--- src/hdl/dmvw_pkg.sv ---
// ----------------------------------------------------------------------------
// Dark mask package
// Shared widths, constants and register indexes of the variance-weighted
// dark mask block.
// ----------------------------------------------------------------------------
package dmvw_pkg;

  // Field widths
  localparam int PIX_W          = 16;
  localparam int PIXEL_BITS_DEF = 16;
  localparam int THR_W          = 16;
  localparam int TRW_W          = 20;
  localparam int MASK_W         = 17;
  localparam int WN_W           = 20;

  // Configuration port
  localparam int CFG_AW = 8;
  localparam int CFG_DW = 32;

  typedef enum logic [CFG_AW-1:0] {
    CFG_DARK_THRESHOLD   = 8'd0,
    CFG_TRANSITION_WIDTH = 8'd1
  } cfg_idx_e;

  // Register reset values
  localparam logic [THR_W-1:0] THR_RST = 16'd4096;
  localparam logic [TRW_W-1:0] TRW_RST = 20'd13107;

  // Arithmetic constants (variance weight full scale is 81 * 10000)
  localparam int unsigned VAR_FULL  = 810000;
  localparam int unsigned BAND_BASE = 3240000;   // 4 * VAR_FULL
  localparam int unsigned BAND_DIV  = 4050000;   // 5 * VAR_FULL
  localparam int unsigned DEEP_BASE = 13770000;  // 17 * VAR_FULL
  localparam int unsigned DEEP_DIV  = 16200000;  // 20 * VAR_FULL
  localparam int unsigned SMOOTH_K  = 196608;    // 3.0 in Q16
  localparam logic [MASK_W-1:0] MASK_ONE = 17'h10000;

endpackage

--- src/hdl/dmvw_sq_lane.sv ---
// ----------------------------------------------------------------------------
// Dark mask square lane
// One window pixel: trims it to the pixel width and registers it with its
// square.
// ----------------------------------------------------------------------------
module dmvw_sq_lane #(
  parameter int PIXEL_BITS = dmvw_pkg::PIXEL_BITS_DEF
) (
  input  logic                       clk_i,
  input  logic                       en_i,
  input  logic [dmvw_pkg::PIX_W-1:0] pix_i,
  output logic [PIXEL_BITS-1:0]      v_o,
  output logic [2*PIXEL_BITS-1:0]    sq_o
);

  localparam int SQW = 2 * PIXEL_BITS;

  logic [PIXEL_BITS-1:0] v_q;
  logic [SQW-1:0]        sq_q;

  // Pixel and its square, one multiplier per lane.
  always_ff @(posedge clk_i) begin
    if (en_i) begin
      v_q  <= pix_i[PIXEL_BITS-1:0];
      sq_q <= SQW'(pix_i[PIXEL_BITS-1:0]) * SQW'(pix_i[PIXEL_BITS-1:0]);
    end
  end

  assign v_o  = v_q;
  assign sq_o = sq_q;

endmodule

--- config.mk ---
export PLATFORM = sky130hd
export DESIGN_NAME = dmvw_sq_lane
export DESIGN_NICKNAME = d
export VERILOG_FILES = /design/src/hdl/dmvw_pkg.sv /design/src/hdl/dmvw_sq_lane.sv
export SDC_FILE = /design/constraint.sdc
export NUM_CORES = 1
export LEC_CHECK = 0
export CAP_MARGIN = 10
export CORE_MARGIN = 5
export CORE_UTILIZATION = 35
export CTS_CLUSTER_DIAMETER = 200
export CTS_CLUSTER_SIZE = 30
export DETAILED_ROUTE_END_ITERATION = 7
export DONT_BUFFER_PORTS = 1
export PLACE_DENSITY = 0.46
export SYNTH_ARGS = -nofsm -noshare
export SYNTH_HDL_FRONTEND = slang
export SYNTH_SLANG_ARGS = --single-unit
--- constraint.sdc ---
create_clock -name clk_i -period 15.87 [get_ports clk_i]
set_input_delay 3.174 -clock clk_i [delete_from_list [all_inputs] [get_ports clk_i]]
set_output_delay 3.174 -clock clk_i [all_outputs]
set_load 0.03 [all_outputs]
---- Word level (Yosys, flattened, before mapping) ----
Index checks and enable logic that the tools add are counted.
storage, ports and cells
  logic and storage cells ................. 3
  memories kept ........................... 0
  output and inout port bits .............. 48
  RAM bits ................................ 0
  bits in read-only memories .............. 0
  bits in latches ......................... 0
  bits in registers ....................... 48
cells by class
  equal/unequal tests ..................... 0
  add/sub/neg operators ................... 0
  muxes and demuxes ....................... 0
  reduce and logical (&&, ||, !) cells .... 0
  bitwise gates (word level) .............. 0
  $mul .................................... 1
  order comparisons ....................... 0
  div/mod/pow operators ................... 0
  shifts and indexed selects .............. 0
operators by type and width
  kind            count
  $mul 16x16->32  1

---- Logic depth before layout (Yosys ltp) ----
  depth in word-level cells ............... 1
  gate-level depth with buffers ........... 24
  gate-level depth less buffers ........... 22

---- Least setup slack after synthesis ----
No wires, ideal clock.
  path type ............................... input to register
  start point ............................. input port pix_i[14] (netlist bit)
  end point ............................... register sq_q[31] (netlist: sq_o[31]) (data pin)
  stages on the path ...................... 20
  slack ................................... 7247 ps
  data arrival time ....................... 8361 ps
  path buffers ............................ 2
  path through ............................ clkbuf_1 clkbuf_1 nand2_1 fa_1 inv_1 fa_1 fa_1 fa_1 fa_1 inv_1 fa_1 inv_1 ha_1 a21o_1 o21bai_1 a41oi_1 o21ai_1 or3b_1 o221ai_1 xnor2_1
between the ends
  word-level cells in the longest chain between the ends .. 1
ends and longest elaborated chain
  element               RTL line            source
  start, declared       dmvw_sq_lane.sv:11  input logic [dmvw_pkg::PIX_W-1:0] pix_i,
  $mul 16x16->32        dmvw_sq_lane.sv:25  sq_q <= SQW'(pix_i[PIXEL_BITS-1:0]) * SQW'(pix_i[PIXEL_BITS-1:0]);
  end signal, assigned  dmvw_sq_lane.sv:25
  end, declared         dmvw_sq_lane.sv:19  logic [SQW-1:0] sq_q;
Every way passes these cells.
A chain may end at the register's enable or synchronous reset.

---- Worst setup path in the final report ----
  start point ............................. input port pix_i[12] (netlist bit)
  end point ............................... register sq_q[31] (netlist: sq_o[31]) (data pin)
The elaborated chain is that of the path after synthesis.

==> results.rst <==
.. list-table::
   :header-rows: 1

   * - Metric
     - Value
   * - Post-Syn Instances
     - around 900
   * - Hold Buf Count CTS
     - 0
   * - Hold-critical path depth
     - 0
   * - Max-cap violation count
     - 0
   * - Drt drc
     - 0
   * - CTS Root Buffer Type
     - clkbuf_16
   * - Via count normalized by instance count
     - roughly 4.7
   * - Setup WS post-layout
     - about 7.4 ns
   * - CP Class
     - input port to register
   * - Initial antenna violation count
     - 0
   * - Critical path peak fanout
     - 12
   * - Largest buffer count on any clock path
     - 2
   * - Largest net degree at the start of global routing
     - 47
   * - Total length of routed wires
     - approximately 20000 um
   * - IO Count
     - 66
   * - Area added between synthesis and finish
     - 5.29%
   * - Sequential cell area in the final layout
     - 1380 um^2
   * - Via count of the first global-routing pass
     - ~6000
   * - Most prevalent standard cell on the critical path
     - fa_1
   * - Synthesized net count
     - ~1200
   * - Netlist cell types
     - between 50 and 60
   * - Number of enable-type register cells in the synthesized netlist
     - 46
   * - Arrival time at the worst endpoint
     - between 8 and 9 ns
   * - Warning count from the yosys run
     - 0
   * - Floorplan die height
     - between 150 and 200 um
   * - Timing startpoint of the critical path
     - pix_i[12]
   * - Average cell area after synthesis
     - 9.73 um^2
   * - Clock Pin Slew Worst Setup and Hold Paths
     - around 0.070 ns
   * - Buf+Inv Stages, Crit Path
     - 4
   * - Initial Util
     - a little over a third
   * - TritonCTS clock tree
     - yes
   * - RSZ-0062 raised after global routing
     - false
   * - RD Place Congestion
     - 0.801
   * - Resize count post-CTS
     - 0
   * - DP HPWL
     - about 17000 um
   * - Ratio of cells with drive above 1 in the final layout
     - 2.37%
   * - Final critical delay including setup and external delays
     - 8.48 ns
   * - Flip-flop and latch count after synthesis
     - 46
   * - Startpoint of the most critical hold path
     - pix_i[8]
   * - Average wire length per cell after detail routing
     - between 15 and 20 um
   * - Placed standard-cell area
     - 9090 um^2
   * - Tightest hold margin
     - approximately 3.0 ns
   * - Synthesized area
     - 8790 um^2
   * - Number of violations reported at the end of detailed-routing iteration 0
     - between 150 and 200
   * - Setup-violating endpoint count in the final report
     - 0
   * - Final cell area excluding filler cells
     - 9260 um^2
   * - Overflow after GRT
     - 0
   * - Combined area of the multi-input logic cells
     - 6360 um^2
   * - Delay of the slowest critical-path stage
     - about 0.54 ns
   * - Antenna fix cells
     - 0
   * - Count of final max-slew check failures
     - 0
   * - Global-route wire length before repair
     - around 32000 um
   * - Placeable Area
     - ~25000 um^2
   * - Final count of hold timing violations
     - 0
   * - Peak Freq
     - 118 MHz
   * - Result of the run
     - completed
   * - Clock sink count
     - 46
   * - Main flop type after synthesis
     - edfxtp_1
   * - Number of H-tree branching levels
     - 2
   * - Via total after detailed routing
     - 5701
   * - Number of input and output port buffers inserted
     - 0
   * - Total clock buffers created by CTS
     - 5
   * - Cells traversed along the worst timing path
     - inv_1, nor2_1, ha_1, xor2_1, fa_1, inv_1, fa_1, fa_1, fa_1, inv_1, fa_1, inv_1, ha_1, a21oi_1, o21bai_1, a41oi_1, o21ai_1, or3b_1, o221ai_1, xnor2_1
   * - Kind of cell with the highest combined delay on the critical path
     - adder cells
   * - CP Launch Type
     - input port
   * - Post-route ant nets
     - 0
   * - Critical Path Stages
     - 20
   * - Worst setup slack before clock tree synthesis
     - 7.07 ns
   * - Required arrival time at the worst endpoint
     - roughly 16 ns
   * - Worst Max-Slew Pin Slew
     - 0.623 ns
   * - Placement Rows
     - 58
   * - Drt pass-1 iters
     - 4
   * - Total GRT Usage
     - between 10% and 20%
   * - Class of the most critical hold timing path
     - input port to register
   * - Sort of element at the end of the critical path
     - register
   * - Die footprint
     - between 20000 and 30000 um^2
   * - Fraction of the cycle the final worst path needs
     - between 50% and 60%
   * - Setup TNS Final
     - 0 ns
   * - Slowest cell on the critical path
     - fa_1
   * - # Post-CTS Setup Buffers
     - 0
   * - Fraction of registers with async set or reset after synthesis
     - 0%
   * - Fill cell count
     - 2604
   * - Sequential-to-total area share from yosys stat
     - ~16%
   * - Chip Width
     - roughly 170 um
   * - Total Nets Final
     - roughly 1200
   * - Worst rel slew slack
     - between 50% and 60%
[through the flow]
stage               cells  utilization (%)
global route         1215             37.1
detailed placement   1207             36.4
CTS                  1215             37.1
finish               1215             37.1
floorplan             904                -
global placement     1207             36.4
[layout by cell type, fill, tap and decap left out, types with 2 or more instances in the layout]
cell type and instances:
a211oi_1 3, a21o_1 19, a21oi_1 26, a31o_2 2
a31oi_1 6, and2_1 37, and3_1 2, clkbuf_1 2
clkbuf_16 5, edfxtp_1 46, fa_1 162, ha_1 102
inv_1 250, nand2_1 88, nand2_2 2, nand3_1 5
nand4_1 5, nor2_1 30, nor2b_1 5, nor3_1 2
o21a_1 2, o21ai_0 8, o21ai_1 2, o21bai_1 8
o31ai_1 2, or2_2 3, xnor2_1 26, xor2_1 12
[layer usage]
| layer | vias up | routed length, um | global-route usage, % |
|---|---|---|---|
| li1 | 2699 | - | - |
| met1 | 2910 | 8120 | 18.0 |
| met2 | 79 | 10900 | 27.1 |
| met3 | 13 | 777 | 2.50 |
| met4 | 0 | 174 | 2.22 |
| met5 | - | 0 | 0 |
[cell usage after synthesis, types with 3 or more instances]
cell type	count	area [um^2]
xnor2_1	26	228
and2_1	37	231
xor2_1	12	105
fa_1	162	3240
nand2_1	88	330
nand4_1	5	31.3
clkbuf_1	24	90.1
edfxtp_1	46	1380
inv_1	250	938
nor2b_1	5	31.3
o21ai_0	8	40.0
a31oi_1	6	37.5
a21o_1	19	143
nor2_1	30	113
ha_1	102	1280
a21oi_1	26	130
nand3_1	5	25.0
o21bai_1	8	60.1
a211oi_1	3	22.5
or2_2	3	18.8
[path summary, 6_finish.rpt]
kind,to,slack [ns]
max,sq_o[31],7.39
min,v_o[8],2.97
[flip-flops by register name, summed over array words and instances (netlist names)]
| register | count |
|---|---|
| sq_o | 30 |
| v_o | 16 |
[final cells by class]
class | count | share of cell area (%)
Multi-Input combinational cell | 581 | 68.7
Clock buffer | 7 | 1.43
Inverter | 250 | 10.1
Clock inverter | 1 | 0.324
Sequential cell | 46 | 14.9
Tap cell | 330 | 4.46
[cells by family (layout without fill, tap and decap cells)]
kind of cell / Yosys count / after routing / share of synthesized area, %
muxes: 1 / 1 / 0.128
and+or+nand+nor: 185 / 185 / 9.92
other: 1 / 1 / 0.0427
adders and majority gates: 264 / 264 / 51.4
DFF: 46 / 46 / 15.7
buffers and inverters: 277 / 258 / 11.9
AOI/OAI and AO/OA: 92 / 92 / 7.09
xor gates and xnor gates: 38 / 38 / 3.79
Power is left out: the tool's default activity adds up to more than one toggle a clock period on the data nets, which glitch-free logic cannot reach.
