### src/hdl/dmvw_pkg.sv
// ----------------------------------------------------------------------------
// Dark mask package
// Shared widths, constants and register indexes of the variance-weighted
// dark mask block.
// ----------------------------------------------------------------------------
package dmvw_pkg;

  // Field widths
  localparam int PIX_W          = 16;
  localparam int PIXEL_BITS_DEF = 16;
  localparam int THR_W          = 16;
  localparam int TRW_W          = 20;
  localparam int MASK_W         = 17;
  localparam int WN_W           = 20;

  // Configuration port
  localparam int CFG_AW = 8;
  localparam int CFG_DW = 32;

  typedef enum logic [CFG_AW-1:0] {
    CFG_DARK_THRESHOLD   = 8'd0,
    CFG_TRANSITION_WIDTH = 8'd1
  } cfg_idx_e;

  // Register reset values
  localparam logic [THR_W-1:0] THR_RST = 16'd4096;
  localparam logic [TRW_W-1:0] TRW_RST = 20'd13107;

  // Arithmetic constants (variance weight full scale is 81 * 10000)
  localparam int unsigned VAR_FULL  = 810000;
  localparam int unsigned BAND_BASE = 3240000;   // 4 * VAR_FULL
  localparam int unsigned BAND_DIV  = 4050000;   // 5 * VAR_FULL
  localparam int unsigned DEEP_BASE = 13770000;  // 17 * VAR_FULL
  localparam int unsigned DEEP_DIV  = 16200000;  // 20 * VAR_FULL
  localparam int unsigned SMOOTH_K  = 196608;    // 3.0 in Q16
  localparam logic [MASK_W-1:0] MASK_ONE = 17'h10000;

endpackage

### src/hdl/dmvw_var_merge.sv
// ----------------------------------------------------------------------------
// Dark mask variance merge
// Combines the nine lanes into sums, forms 81 times the variance and clamps
// it to the full-scale weight; border windows get zero. Four register stages.
// ----------------------------------------------------------------------------
module dmvw_var_merge #(
  parameter int PIXEL_BITS = dmvw_pkg::PIXEL_BITS_DEF
) (
  input  logic                                clk_i,
  input  logic                                en_i,
  input  logic                                inside_i,
  input  logic [8:0][PIXEL_BITS-1:0]          v_i,
  input  logic [8:0][2*PIXEL_BITS-1:0]        sq_i,
  output logic [dmvw_pkg::WN_W-1:0]           wn_o
);

  localparam int S3W = PIXEL_BITS + 2;
  localparam int Q3W = 2 * PIXEL_BITS + 2;
  localparam int SW  = PIXEL_BITS + 4;
  localparam int QSW = 2 * PIXEL_BITS + 4;
  localparam int VW  = 2 * PIXEL_BITS + 8;

  logic [2:0][S3W-1:0] s3_q;
  logic [2:0][Q3W-1:0] q3_q;
  logic [SW-1:0]       s_q;
  logic [QSW-1:0]      q_q;
  logic [VW-1:0]       s2_q;
  logic [VW-1:0]       q9_q;
  logic                ins_a_q, ins_b_q, ins_c_q;
  logic [dmvw_pkg::WN_W-1:0] wn_q;
  logic [VW-1:0]       v9;

  // First level: three partial sums of three lanes each.
  always_ff @(posedge clk_i) begin
    if (en_i) begin
      for (int g = 0; g < 3; g++) begin
        s3_q[g] <= S3W'(v_i[3*g]) + S3W'(v_i[3*g+1]) + S3W'(v_i[3*g+2]);
        q3_q[g] <= Q3W'(sq_i[3*g]) + Q3W'(sq_i[3*g+1]) + Q3W'(sq_i[3*g+2]);
      end
      ins_a_q <= inside_i;
    end
  end

  // Second level: full sum and sum of squares.
  always_ff @(posedge clk_i) begin
    if (en_i) begin
      s_q     <= SW'(s3_q[0]) + SW'(s3_q[1]) + SW'(s3_q[2]);
      q_q     <= QSW'(q3_q[0]) + QSW'(q3_q[1]) + QSW'(q3_q[2]);
      ins_b_q <= ins_a_q;
    end
  end

  // Square of the sum and nine times the sum of squares.
  always_ff @(posedge clk_i) begin
    if (en_i) begin
      s2_q    <= VW'(s_q) * VW'(s_q);
      q9_q    <= (VW'(q_q) << 3) + VW'(q_q);
      ins_c_q <= ins_b_q;
    end
  end

  // Variance times 81, clamped; border windows get no weight.
  assign v9 = q9_q - s2_q;

  always_ff @(posedge clk_i) begin
    if (en_i) begin
      if (!ins_c_q) begin
        wn_q <= '0;
      end else if (v9 > VW'(dmvw_pkg::VAR_FULL)) begin
        wn_q <= dmvw_pkg::WN_W'(dmvw_pkg::VAR_FULL);
      end else begin
        wn_q <= v9[dmvw_pkg::WN_W-1:0];
      end
    end
  end

  assign wn_o = wn_q;

endmodule

### config.mk
export PLATFORM = sky130hd
export DESIGN_NAME = dmvw_var_merge
export DESIGN_NICKNAME = d
export VERILOG_FILES = /design/src/hdl/dmvw_pkg.sv /design/src/hdl/dmvw_var_merge.sv
export SDC_FILE = /design/constraint.sdc
export NUM_CORES = 2
export LEC_CHECK = 0
export BUFFER_PORTS_ARGS = -buffer_cell sky130_fd_sc_hd__buf_2
export CORE_ASPECT_RATIO = 1.2
export CORE_MARGIN = 10
export CORE_UTILIZATION = 60
export DETAILED_ROUTE_END_ITERATION = 12
export HOLD_SLACK_MARGIN = 0.06
export PLACE_DENSITY_LB_ADDON = 0.05
export SLEW_MARGIN = 20
export SYNTH_ARGS = -nofsm -noshare
export SYNTH_HDL_FRONTEND = slang
export SYNTH_SLANG_ARGS = --single-unit
export TNS_END_PERCENT = 1
### constraint.sdc
create_clock -name clk_i -period 17.4 [get_ports clk_i]
set_clock_uncertainty 0.15 [all_clocks]
set_input_delay 3.48 -clock clk_i [delete_from_list [all_inputs] [get_ports clk_i]]
set_output_delay 3.48 -clock clk_i [all_outputs]
set_load 0.02 [all_outputs]
# Word-level counts from Yosys, hierarchy flattened
# Index checks and enable logic that the tools add are counted.
[classes] n_mul=1 n_lt_le_gt_ge=1 muxes=1 n_addsub=18 n_reduce_logical=1 bitwise_logic=1
[op_table] op="$add A33 B32 Y34" n=3
[op_table] op="$add A32 B32 Y33" n=3
[op_table] op="$add A17 B16 Y18" n=3
[op_table] op="$add A16 B16 Y17" n=3
[op_table] op="$add A39 B36 Y40" n=1
[op_table] op="$gt A40 B20 Y1 const B" n=1
[op_table] op="$mul A20 B20 Y40" n=1
[op_table] op="$sub A40 B40 Y40" n=1
[op_table] op="$add A35 B34 Y36" n=1
[op_table] op="$add A34 B34 Y35" n=1
[op_table] op="$add A19 B18 Y20" n=1
[op_table] op="$mux W20" n=1
[op_table] op="$add A18 B18 Y19" n=1
[op_table] op="$reduce_or A2 Y1" n=1
[op_table] op="$not A1 Y1" n=1
[totals] out_inout_bits=20 elab_cells=38 reg_bits=315

# Longest topological paths before layout
[depth] ltp_word=3 ltp_mapped=29

# Least setup slack after synthesis
# No wires, ideal clock.
[synth_path] kind="register to register" startpoint="reg s_q[10]" endpoint="reg s2_q[39], data pin" arrival_time_ns=6.846 path_stages_with_launch=27 setup_slack_ns=10.138 setup_ns=0.265 t_required_ns=16.985 cell_sequence="edfxtp_1 clkbuf_1 clkbuf_1 nand2_1 fa_1 inv_1 fa_1 fa_1 fa_1 inv_1 fa_1 inv_1 fa_1 inv_1 fa_1 inv_1 ha_1 nand2_1 o21ai_0 o211ai_1 o31ai_1 a31oi_1 o21ai_0 o21ai_1 o21ai_0 a221oi_1 xnor2_1"
[synth_via] elab_chain_len=1
[synth_rtl] item="start: declaration" line_no="dmvw_var_merge.sv:25" source="logic [SW-1:0] s_q;"
[synth_rtl] item="start signal: assignment" line_no="dmvw_var_merge.sv:47" source="s_q <= SW'(s3_q[0]) + SW'(s3_q[1]) + SW'(s3_q[2]);"
[synth_rtl] item="$mul A20 B20 Y40" line_no="dmvw_var_merge.sv:56" source="s2_q <= VW'(s_q) * VW'(s_q);"
[synth_rtl] item="end signal: assignment" line_no="dmvw_var_merge.sv:56"
[synth_rtl] item="end: declaration" line_no="dmvw_var_merge.sv:27" source="logic [VW-1:0] s2_q;"
# Every way passes these cells.
# A chain may end at the register's enable or synchronous reset.

# Worst setup path in the final report
[layout_path] startpoint="reg s_q[4]" endpoint="reg s2_q[38], data pin"
# Same word-level chain as after synthesis.

==> flow_summary.ini <==
[run_status]
status = completed

[logic_synthesis]
synth.area.top_cells = fa_1 26%, edfxtp_1 25%, ha_1 14%
yosysSeqAreaShare_pct = 24.9
synth_top_area_share_pct = 25.6
synth_xor_xnor_area_share_pct = 6.00
yosys_register_bits = 314
synth-compound-area-share_pct = 12.7
syn_area_sq_um = 37800
synth_mux_area_share_pct = 0.242
postSynthCellCount = 3664
synthFlopType = edfxtp_1
synthArstFlopShare_pct = 0
synth_edf_count = 314
yosysWarningCount = 0
yosys.area_share.adder_pct = 39.3
synth_top_cell_by_area = fa_1
synth_top_family_by_area = adder cells
ys_types = 83
yosysMostFrequentCell = inv_1
synth_area_per_cell_sq_um = 10.3
synth_commonest_cells = 529 x inv_1, 483 x fa_1, 416 x ha_1, 314 x edfxtp_1, 257 x nand2_1
syn_nets = 4998
yosys.area_share.simple_pct = 11.0

[critical_path]
path_buf_inv = 6
path_delay_family = adder cells
slowest_stage = edfxtp_1
crit_fanout = 21
critPathArrivalTime_ns = 8.42
end_kind = flop
path_common_cell = fa_1
cp.required_ns = 17.57
cpPeakStageDelay_ns = 0.91
crit_type = flop to flop
startpoint_type = flop

[timing]
slew_violations = 0
worst_pin_slew_ns = 1.01
fin_hold_ws_ns = 0.268
finalCritPeriodShare_pct = 47.4
rsz0062_at_grt = false
setup_viol = 0
hold_violations = 0
min_period_ns = 8.25
worst_slew_margin_rel_pct = 33.0
clock.fmax_mhz = 121
setup_tns_ns = 0

[finish]
antenna_cells = 0
drive_above_1_share_pct = 13.6
fin_cells = 4959
final_nets = 5450
fill_cells = 5010
areaGrowthSynthToFinish_pct = 11.5

[route]
first_iter_violations = 1482
viasPerCell = 5.66
vias = 28000
drt-total-wl_um = 95200
ant_nets = 0
routedWlPerCell_um = 19.2
firstDrtPassIters = 7
drc = 0

[hold_path]
hold_class = flop to flop

[global_routing]
antenna_found_initial = 2
grt_use_total_pct = 25.9
grt_max_degree = 96
grt_pass1_vias = 30300
grt_pass1_wl_um = 153000
gr-total-overflow = 0

[cts]
h-tree-depth = 2
post_cts_resize_count = 0
clockBufferDepth = 3
clockRootBuffer = clkbuf_16
cts_tree = done
cts_sinks = 314
cts_setup_buffers = 0
clk_pin_slew_ns = 0.06
cts_made_buffers = 35
hold_buffers = 0
clk_latency_ns = 0.57

[floorplan]
chipWidth_um = 249
io_pins = 455
die_height_um = 295
die-area_sq_um = 73500
rows = 100
core_sq_um = 62200
start_util_pct = 60.8

[placed_design]
place_inst = 4895
place_hpwl_um = 80800
routabilityCongestion = 0.902
io_buffers = 454

[flow_run]
drv_cap = 0
cell type report:
class | count | area [sq um] | share of cell area [%]
inverter | 529 | 1990 | 4.71
sequential | 314 | 9430 | 22.4
clock buffer | 39 | 891 | 2.11
timing repair buffer | 470 | 2400 | 5.70
clock inverter | 25 | 259 | 0.614
tap | 816 | 1020 | 2.42
multi-input combinational | 2766 | 26200 | 62.1
metal layers:
layer / wire (um) / up-vias / GRT usage [%]
li1: - / 13400 / -
met4: 3540 / 0 / 9.51
met3: 4880 / 196 / 3.84
met2: 49900 / 795 / 48.3
met5: 0 / - / 0
met1: 36900 / 13600 / 29.7
flip-flops by register name, summed over array words and instances, names as in the netlist:
name     flops
s3_q        54
s_q         20
q3_q       102
ins_a_q      1
q9_q        40
ins_c_q      1
s2_q        39
wn_o        20
q_q         36
ins_b_q      1
cells by family after synthesis:
family | Yosys count
fa+ha+maj | 899
simple gates | 851
compound gates | 749
buf+inv | 584
flops | 314
xor+xnor | 258
mux | 9
cell usage in the layout (no fill, tap or decap), types with 52 or more instances in the layout:
master,Yosys,routed
o21ai_0,155,155
inv_1,529,529
xor2_1,75,75
nand3_1,60,60
xnor2_1,182,182
buf_2,4,453
ha_1,416,416
fa_1,483,483
edfxtp_1,314,314
a21oi_1,225,225
nand2_1,257,257
nor3_1,52,52
nor2_1,192,192
a21o_1,104,104
and2_1,82,82
per-stage QoR:
| stage | util (%) | instance area, sq um | worst slack (ns) |
|---|---|---|---|
| after global routing | 67.8 | 42200 | 8.52 |
| after CTS | 67.8 | 42200 | 9.19 |
| after global placement | 66.0 | 41000 | 9.35 |
| after detailed placement | 66.0 | 41000 | 9.18 |
| final | 67.8 | 42200 | 9.15 |
| after floorplan | - | 37800 | 10.14 |
final timing paths:
check                                       start            endpoint  slack, ns  cells after the start
worst max-delay path             s_q[4]$_DFFE_PP_  s2_q[38]$_DFFE_PP_       9.15                     25
worst min-delay path            ins_b_q$_DFFE_PP_   ins_c_q$_DFFE_PP_       0.27                      0
worst max register to register   s_q[4]$_DFFE_PP_  s2_q[38]$_DFFE_PP_       9.15                     25
worst min register to register  ins_b_q$_DFFE_PP_   ins_c_q$_DFFE_PP_       0.27                      0
Power is not shown: default switching activity piles up to over one toggle a cycle in this logic, so the estimate is an artifact.
