$ cat config.mk
export PLATFORM = sky130hd
export DESIGN_NAME = dmvw_div
export DESIGN_NICKNAME = d
export VERILOG_FILES = /design/src/hdl/dmvw_pkg.sv /design/src/hdl/dmvw_div.sv
export SDC_FILE = /design/constraint.sdc
export NUM_CORES = 2
export LEC_CHECK = 0
export CELL_PAD_IN_SITES_DETAIL_PLACEMENT = 0
export CELL_PAD_IN_SITES_GLOBAL_PLACEMENT = 1
export CORE_ASPECT_RATIO = 2
export CORE_MARGIN = 2
export CORE_UTILIZATION = 55
export DETAILED_ROUTE_END_ITERATION = 8
export DONT_BUFFER_PORTS = 1
export HOLD_SLACK_MARGIN = 0.08
export PLACE_DENSITY = 0.91
export REMOVE_ABC_BUFFERS = 1
export SLEW_MARGIN = 20
export SYNTH_ARGS = -nofsm -noshare
export SYNTH_HDL_FRONTEND = slang
export SYNTH_SLANG_ARGS = --single-unit
$ cat constraint.sdc
create_clock -name clk_i -period 6.45 [get_ports clk_i]
set_input_delay 0.645 -clock clk_i [delete_from_list [all_inputs] [get_ports clk_i]]
set_output_delay 0.645 -clock clk_i [all_outputs]
set_load 0.02 [all_outputs]
$ cat src/hdl/dmvw_pkg.sv
// ----------------------------------------------------------------------------
// Dark mask package
// Shared widths, constants and register indexes of the variance-weighted
// dark mask block.
// ----------------------------------------------------------------------------
package dmvw_pkg;

  // Field widths
  localparam int PIX_W          = 16;
  localparam int PIXEL_BITS_DEF = 16;
  localparam int THR_W          = 16;
  localparam int TRW_W          = 20;
  localparam int MASK_W         = 17;
  localparam int WN_W           = 20;

  // Configuration port
  localparam int CFG_AW = 8;
  localparam int CFG_DW = 32;

  typedef enum logic [CFG_AW-1:0] {
    CFG_DARK_THRESHOLD   = 8'd0,
    CFG_TRANSITION_WIDTH = 8'd1
  } cfg_idx_e;

  // Register reset values
  localparam logic [THR_W-1:0] THR_RST = 16'd4096;
  localparam logic [TRW_W-1:0] TRW_RST = 20'd13107;

  // Arithmetic constants (variance weight full scale is 81 * 10000)
  localparam int unsigned VAR_FULL  = 810000;
  localparam int unsigned BAND_BASE = 3240000;   // 4 * VAR_FULL
  localparam int unsigned BAND_DIV  = 4050000;   // 5 * VAR_FULL
  localparam int unsigned DEEP_BASE = 13770000;  // 17 * VAR_FULL
  localparam int unsigned DEEP_DIV  = 16200000;  // 20 * VAR_FULL
  localparam int unsigned SMOOTH_K  = 196608;    // 3.0 in Q16
  localparam logic [MASK_W-1:0] MASK_ONE = 17'h10000;

endpackage

$ cat src/hdl/dmvw_div.sv
// ----------------------------------------------------------------------------
// Dark mask pipelined divider
// Restoring division, one quotient bit per register stage. The caller keeps
// the quotient below 2^QW, so the upper dividend part is below the divisor.
// ----------------------------------------------------------------------------
module dmvw_div #(
  parameter int DW = dmvw_pkg::TRW_W,
  parameter int QW = dmvw_pkg::MASK_W
) (
  input  logic               clk_i,
  input  logic               en_i,
  input  logic [DW+QW-1:0]   n_i,
  input  logic [DW-1:0]      d_i,
  output logic [QW-1:0]      q_o
);

  logic [DW-1:0] rem_q [QW];
  logic [DW-1:0] den_q [QW];
  logic [QW-1:0] low_q [QW];
  logic [QW-1:0] quo_q [QW];

  for (genvar k = 0; k < QW; k++) begin : g_stage
    logic [DW-1:0] r_in, d_in;
    logic [QW-1:0] l_in, q_in;
    logic [DW:0]   cat, diff;

    // Stage inputs come from the port or from the previous stage.
    if (k == 0) begin : g_first
      assign r_in = n_i[DW+QW-1:QW];
      assign d_in = d_i;
      assign l_in = n_i[QW-1:0];
      assign q_in = '0;
    end else begin : g_next
      assign r_in = rem_q[k-1];
      assign d_in = den_q[k-1];
      assign l_in = low_q[k-1];
      assign q_in = quo_q[k-1];
    end

    // Trial subtract of the divisor from the shifted partial remainder.
    assign cat  = {r_in, l_in[QW-1]};
    assign diff = cat - {1'b0, d_in};

    always_ff @(posedge clk_i) begin
      if (en_i) begin
        rem_q[k] <= diff[DW] ? cat[DW-1:0] : diff[DW-1:0];
        den_q[k] <= d_in;
        low_q[k] <= l_in << 1;
        quo_q[k] <= {q_in[QW-2:0], ~diff[DW]};
      end
    end
  end

  assign q_o = quo_q[QW-1];

endmodule
* After elaboration in Yosys (flattened, before gate mapping)
Memory sizes are Yosys's and may differ from the RTL's.
Cells that the tools add are included.
** Word-level totals
- Flip-flop bits (word level) :: 0
- Output and inout port bits :: 17
- Latch bits :: 0
- Bits in writable memories :: 1241
- Memories kept :: 4
- Logic and storage cells :: 57
- ROM bits :: 0
** Cells by class
- Eq/ne operators :: 0
- Bitwise gates (word level) :: 17
- Shift-type cells :: 0
- Reduce and logical (&&, ||, !) cells :: 0
- Div/mod/pow operators :: 0
- Add/sub/neg operators :: 17
- $mul :: 0
- Mux-type cells :: 19
- $lt $le $gt $ge :: 0
** Memory list
- den_q :: depth 17, bits a word 20, read ports 16, clocked after Yosys merged registers in 0, write ports 17, RTL line dmvw_div.sv:18 : logic [DW-1:0] den_q [QW];
- rem_q :: depth 17, bits a word 20, read ports 16, clocked after Yosys merged registers in 0, write ports 17, RTL line dmvw_div.sv:17 : logic [DW-1:0] rem_q [QW];
- quo_q :: depth 17, bits a word 17, read ports 17, clocked after Yosys merged registers in 0, write ports 17, RTL line dmvw_div.sv:20 : logic [QW-1:0] quo_q [QW];
- low_q :: depth 17, bits a word 16, read ports 16, clocked after Yosys merged registers in 0, write ports 17, RTL line dmvw_div.sv:19 : logic [QW-1:0] low_q [QW];
** Operator list (count)
- 21-bit by 20-bit subtractor with 21-bit output :: 17
- 20-bit 2-to-1 mux :: 17
- 1-bit NOT :: 17
- 1-bit 2-to-1 mux :: 2

* Logic depth before layout (Yosys ltp)
An unclocked memory read counts as a cell.
- Depth after elaboration :: 3
- Mapped depth :: 13

* Worst setup path before layout
Ideal clock, no wire load.
- Kind :: in2reg
- Start point :: input n_i[16]
- End point :: memory rem_q[0][10] (netlist bit) (data pin)
- Slack :: 3126 ps
- Arrival :: 3065 ps
- Library setup time :: 260 ps
- Cell stages on the path :: 12
- Buffers on the path :: 1
- Data required time :: 6190 ps
- Cell sequence :: inv_1 -> ha_1 -> inv_1 -> fa_1 -> a211oi_1 -> o21bai_1 -> a21oi_1 -> o221ai_1 -> o21ai_0 -> xnor2_1 -> buf_2 -> mux2_2
** RTL lines
- start, declared :: RTL line dmvw_div.sv:12 : input logic [DW+QW-1:0] n_i,
- end, declared :: RTL line dmvw_div.sv:17

==> impl_metrics.prom <==
# TYPE chip_impl_metric gauge
chip_impl_metric{name="floorplan.rows",unit=""} 154
chip_impl_metric{name="vias_per_cell",unit=""} 5.817
chip_impl_metric{name="ys_ff_latch",unit=""} 929
chip_impl_metric{name="clkTransAtPathRegs",unit="ps"} 70
chip_impl_metric{name="finalHoldWorstSlack",unit="ps"} 171.0
chip_impl_info{name="critPathSlowestCell",value="edfxtp_1"} 1
chip_impl_metric{name="floorplan.io_pins",unit=""} 76
chip_impl_metric{name="seq_area_frac_synth",unit="%"} 57.21
chip_impl_info{name="worstPathCellList",value="inv_1 > fa_1 > a21o_1 > a31oi_1 > o211ai_1 > a21oi_1 > o31a_1 > o21ai_1 > xnor2_2 > buf_4 > mux2_2"} 1
chip_impl_metric{name="die_area",unit="sq um"} 91200
chip_impl_metric{name="place_worst_setup_slack",unit="ps"} 2095
chip_impl_metric{name="htree_num_levels",unit=""} 3
chip_impl_metric{name="highest_cell_delay_on_the_worst_timing_path",unit="ps"} 700
chip_impl_metric{name="final_period_minus_worst_setup_slack",unit="ps"} 4398
chip_impl_metric{name="stdcell_count",unit=""} 5095
chip_impl_metric{name="place.detailed.instances",unit=""} 4903
chip_impl_metric{name="drive_gt1_share",unit="%"} 11.41
chip_impl_metric{name="critical_path_buf_inv_count",unit=""} 2
chip_impl_metric{name="timing.critical_path.required",unit="ps"} 6880
chip_impl_metric{name="routedWlPerCell",unit="microns"} 20.70
chip_impl_metric{name="layout.filler_cells",unit=""} 6979
chip_impl_info{name="timing.rr.start",value="den_q[0][221]"} 1
chip_impl_metric{name="postRouteWirelength",unit="mm"} 105.5
chip_impl_metric{name="netlist-cell-type-count",unit=""} 78
chip_impl_metric{name="fp.dieW",unit="microns"} 214.5
chip_impl_metric{name="cts.repair_timing.setup_buffer_count",unit=""} 0
chip_impl_info{name="violations",value="max-slew violations"} 1
chip_impl_metric{name="portion_of_synthesized_cell_area_occupied_by_the_leading_cell_type",unit="%"} 57.21
chip_impl_metric{name="cap_viol_max_count",unit=""} 0
chip_impl_info{name="timing.critical_path.from_type",value="flip-flop"} 1
chip_impl_metric{name="grt_antenna_before_repair",unit=""} 0
chip_impl_metric{name="setup_viol_count_final",unit=""} 0
chip_impl_metric{name="maxSlewViolCount",unit=""} 44
chip_impl_metric{name="area.growth.synth_to_final",unit="%"} 9.271
chip_impl_info{name="min_path_type",value="primary input to flip-flop"} 1
chip_impl_metric{name="cts_inserted_buffers",unit=""} 83
chip_impl_metric{name="grt_pass1_vias",unit=""} 32259
chip_impl_metric{name="slew_headroom",unit="%"} -0.6352
chip_impl_info{name="crit_path_end_kind",value="flip-flop"} 1
chip_impl_metric{name="synthesis.yosys.warnings",unit=""} 0
chip_impl_metric{name="async_flop_share",unit="%"} 0
chip_impl_metric{name="layout.nets",unit=""} 4274
chip_impl_metric{name="buffer_ports.inserted",unit=""} 0
chip_impl_info{name="worstSetupPathType",value="flip-flop to flip-flop"} 1
chip_impl_metric{name="cts.repair.resized",unit=""} 0
chip_impl_metric{name="synth_cells",unit=""} 3795
chip_impl_info{name="rsz0062_at_grt",value="no"} 1
chip_impl_metric{name="critical_path_peak_fanout",unit=""} 21
chip_impl_metric{name="post-dp-hpwl",unit="mm"} 78.03
chip_impl_metric{name="global_route.usage.total",unit="%"} 23.32
chip_impl_metric{name="power.density_cell_area",unit="nW/um^2"} 520.7
chip_impl_metric{name="place.gp.congestion",unit=""} 0.9111
chip_impl_metric{name="post_route_skew",unit="ps"} 35.78
chip_impl_metric{name="ant_nets",unit=""} 0
chip_impl_info{name="synth.area.top_cells",value="edfxtp_1 57%, ha_1 8.7%, mux2_2 6.0%"} 1
chip_impl_metric{name="dr.pass1.iters",unit=""} 5
chip_impl_metric{name="first_iter_violations",unit=""} 1609
chip_impl_info{name="clock-root-buffer",value="clkbuf_16"} 1
chip_impl_metric{name="cp_data_arrival_time",unit="ps"} 4830
chip_impl_metric{name="totalPowerFinal",unit="mW"} 27.74
chip_impl_metric{name="tightestPinTransition",unit="ps"} 1510
chip_impl_metric{name="via_count_of_the_routed_design",unit=""} 29636
chip_impl_metric{name="synth-edff-count",unit=""} 929
chip_impl_info{name="timing.critical_path.max_delay_family",value="compound AO/OA/AOI/OAI gates"} 1
chip_impl_metric{name="timing.final.crit_share",unit="%"} 68.19
chip_impl_metric{name="setup-tns-final",unit="ps"} 0
chip_impl_metric{name="timing.final.hold_violations",unit=""} 0
chip_impl_info{name="flip_flop_cell_with_the_highest_count_after_synthesis",value="edfxtp_1"} 1
chip_impl_info{name="startpoint",value="den_q[0][221]"} 1
chip_impl_metric{name="die_y",unit="microns"} 425.1
chip_impl_metric{name="core-area",unit="sq um"} 88060
chip_impl_metric{name="postSynthAreaPerCell",unit="sq um"} 12.85
chip_impl_info{name="synth_largest_area_cell",value="edfxtp_1"} 1
chip_impl_info{name="run_status",value="finished, violations left"} 1
chip_impl_metric{name="fmax",unit="MHz"} 227.4
chip_impl_metric{name="globalRoute.totalOverflow",unit=""} 0
chip_impl_metric{name="drc",unit=""} 0
chip_impl_metric{name="antenna_cells_inserted",unit=""} 0
chip_impl_metric{name="synth_area",unit="sq um"} 48760
chip_impl_info{name="startpoint_of_the_lowest_slack_hold_path",value="n_i[22]"} 1
chip_impl_metric{name="grt_start_max_net_pins",unit=""} 930
chip_impl_metric{name="grt_pass1_wl",unit="mm"} 162.7
chip_impl_metric{name="initial_utilization",unit="%"} 55.37
chip_impl_metric{name="cts_num_sinks",unit=""} 929
chip_impl_info{name="tritoncts_clock_tree",value="done"} 1
chip_impl_metric{name="p_leak",unit="nW"} 21.13
chip_impl_metric{name="postCtsHoldBufs",unit=""} 36
chip_impl_metric{name="fin_ws",unit="ps"} 2052
chip_impl_metric{name="irDropWorstVdd",unit="mV"} 0.2848
chip_impl_metric{name="max-clock-path-buffers",unit=""} 3
chip_impl_metric{name="worstSkewPairLatency",unit="ps"} 690
-- cells in the final DEF (no fill, tap or decap), types with 14 or more instances in the layout --
cell           instances
edfxtp_1             929
inv_1                419
ha_1                 339
mux2_2               258
a21oi_1              252
xnor2_1              175
o21ai_0              148
nor2_1               144
nand2_1              139
a21o_1               126
xor2_1                90
clkbuf_16             83
nand3_1               63
o21a_1                59
nor3_1                57
o21bai_1              43
dlygate4sd3_1         36
nor2b_1               34
a31oi_1               32
nand4_1               31
a211oi_1              24
nand2b_1              24
mux2i_1               20
mux2_4                18
and3_1                17
o211ai_1              17
clkbuf_1              17
clkinv_1              17
fa_1                  16
or3_1                 14
mux2_1                14
-- registers in the layout, summed over array words and instances (netlist names) --
register / cells
quo_q: 153
rem_q: 320
den_q: 320
low_q: 136
-- per-stage QoR --
stage          util [%]  instance area [sq um]
2_1_floorplan         -                  48390
3_3_place_gp      56.89                  50090
3_5_place_dp      56.89                  50090
4_1_cts           60.33                  53120
5_1_grt           60.51                  53280
6_report          60.51                  53280
-- cell families after synthesis --
logic type	after synthesis	share of synthesized area [%]
fa+ha+maj	355	9.356
flops	929	57.21
simple gates	569	5.635
xor+xnor	279	5.058
buf+inv	494	3.977
compound gates	859	11.51
mux	310	7.247
-- metal layers --
layer	global-route usage [%]	vias up	share of wire, %
met3	3.851	433	3.2
met4	20.68	0	9.9
met1	15.69	14365	26
met5	0	-	0
met2	50.23	640	61
li1	-	14198	-
-- report_power, final --
| group | internal, mW | switching (mW) | total (mW) |
|---|---|---|---|
| Sequential | 8.89 | 0.834 | 9.73 |
| Combinational | 6.12 | 6.91 | 13.0 |
| Clock | 2.72 | 2.28 | 4.99 |
| Total | 17.7 | 10.0 | 27.7 |
-- area by class of cell --
type	instances	area [sq um]	area share (%)
repair buffers	55	615.6	1.155
flip-flops and latches	929	27900	52.36
clock inverters	50	528.0	0.9910
well taps	1170	1464	2.748
clock buffers	100	2141	4.018
inverters	419	1573	2.952
multi-input cells	2372	19060	35.78
-- Yosys cell counts (all sizes together), types with 10 or more instances --
| library cell | number |
|---|---|
| edfxtp | 929 |
| inv | 419 |
| ha | 339 |
| mux2 | 290 |
| a21oi | 252 |
| xnor2 | 186 |
| o21ai | 150 |
| nor2 | 144 |
| nand2 | 139 |
| a21o | 126 |
| xor2 | 93 |
| nand3 | 63 |
| o21a | 59 |
| nor3 | 57 |
| o21bai | 43 |
| buf | 38 |
| clkbuf | 37 |
| nor2b | 34 |
| a31oi | 32 |
| nand4 | 31 |
| a211oi | 24 |
| nand2b | 24 |
| mux2i | 20 |
| and3 | 17 |
| o211ai | 17 |
| fa | 16 |
| or3 | 14 |
| a21boi | 13 |
| o2111ai | 13 |
| and2 | 12 |
| a31o | 10 |
| o31a | 10 |
-- worst paths after layout --
kind,to,slack [ps],cells past startpoint
max,rem_q[0][248],2050,11
min,rem_q[0][6],170,1
max reg2reg,rem_q[0][248],2050,11
min reg2reg,low_q[0][51],410,0
(Power assumes the default switching activity.)
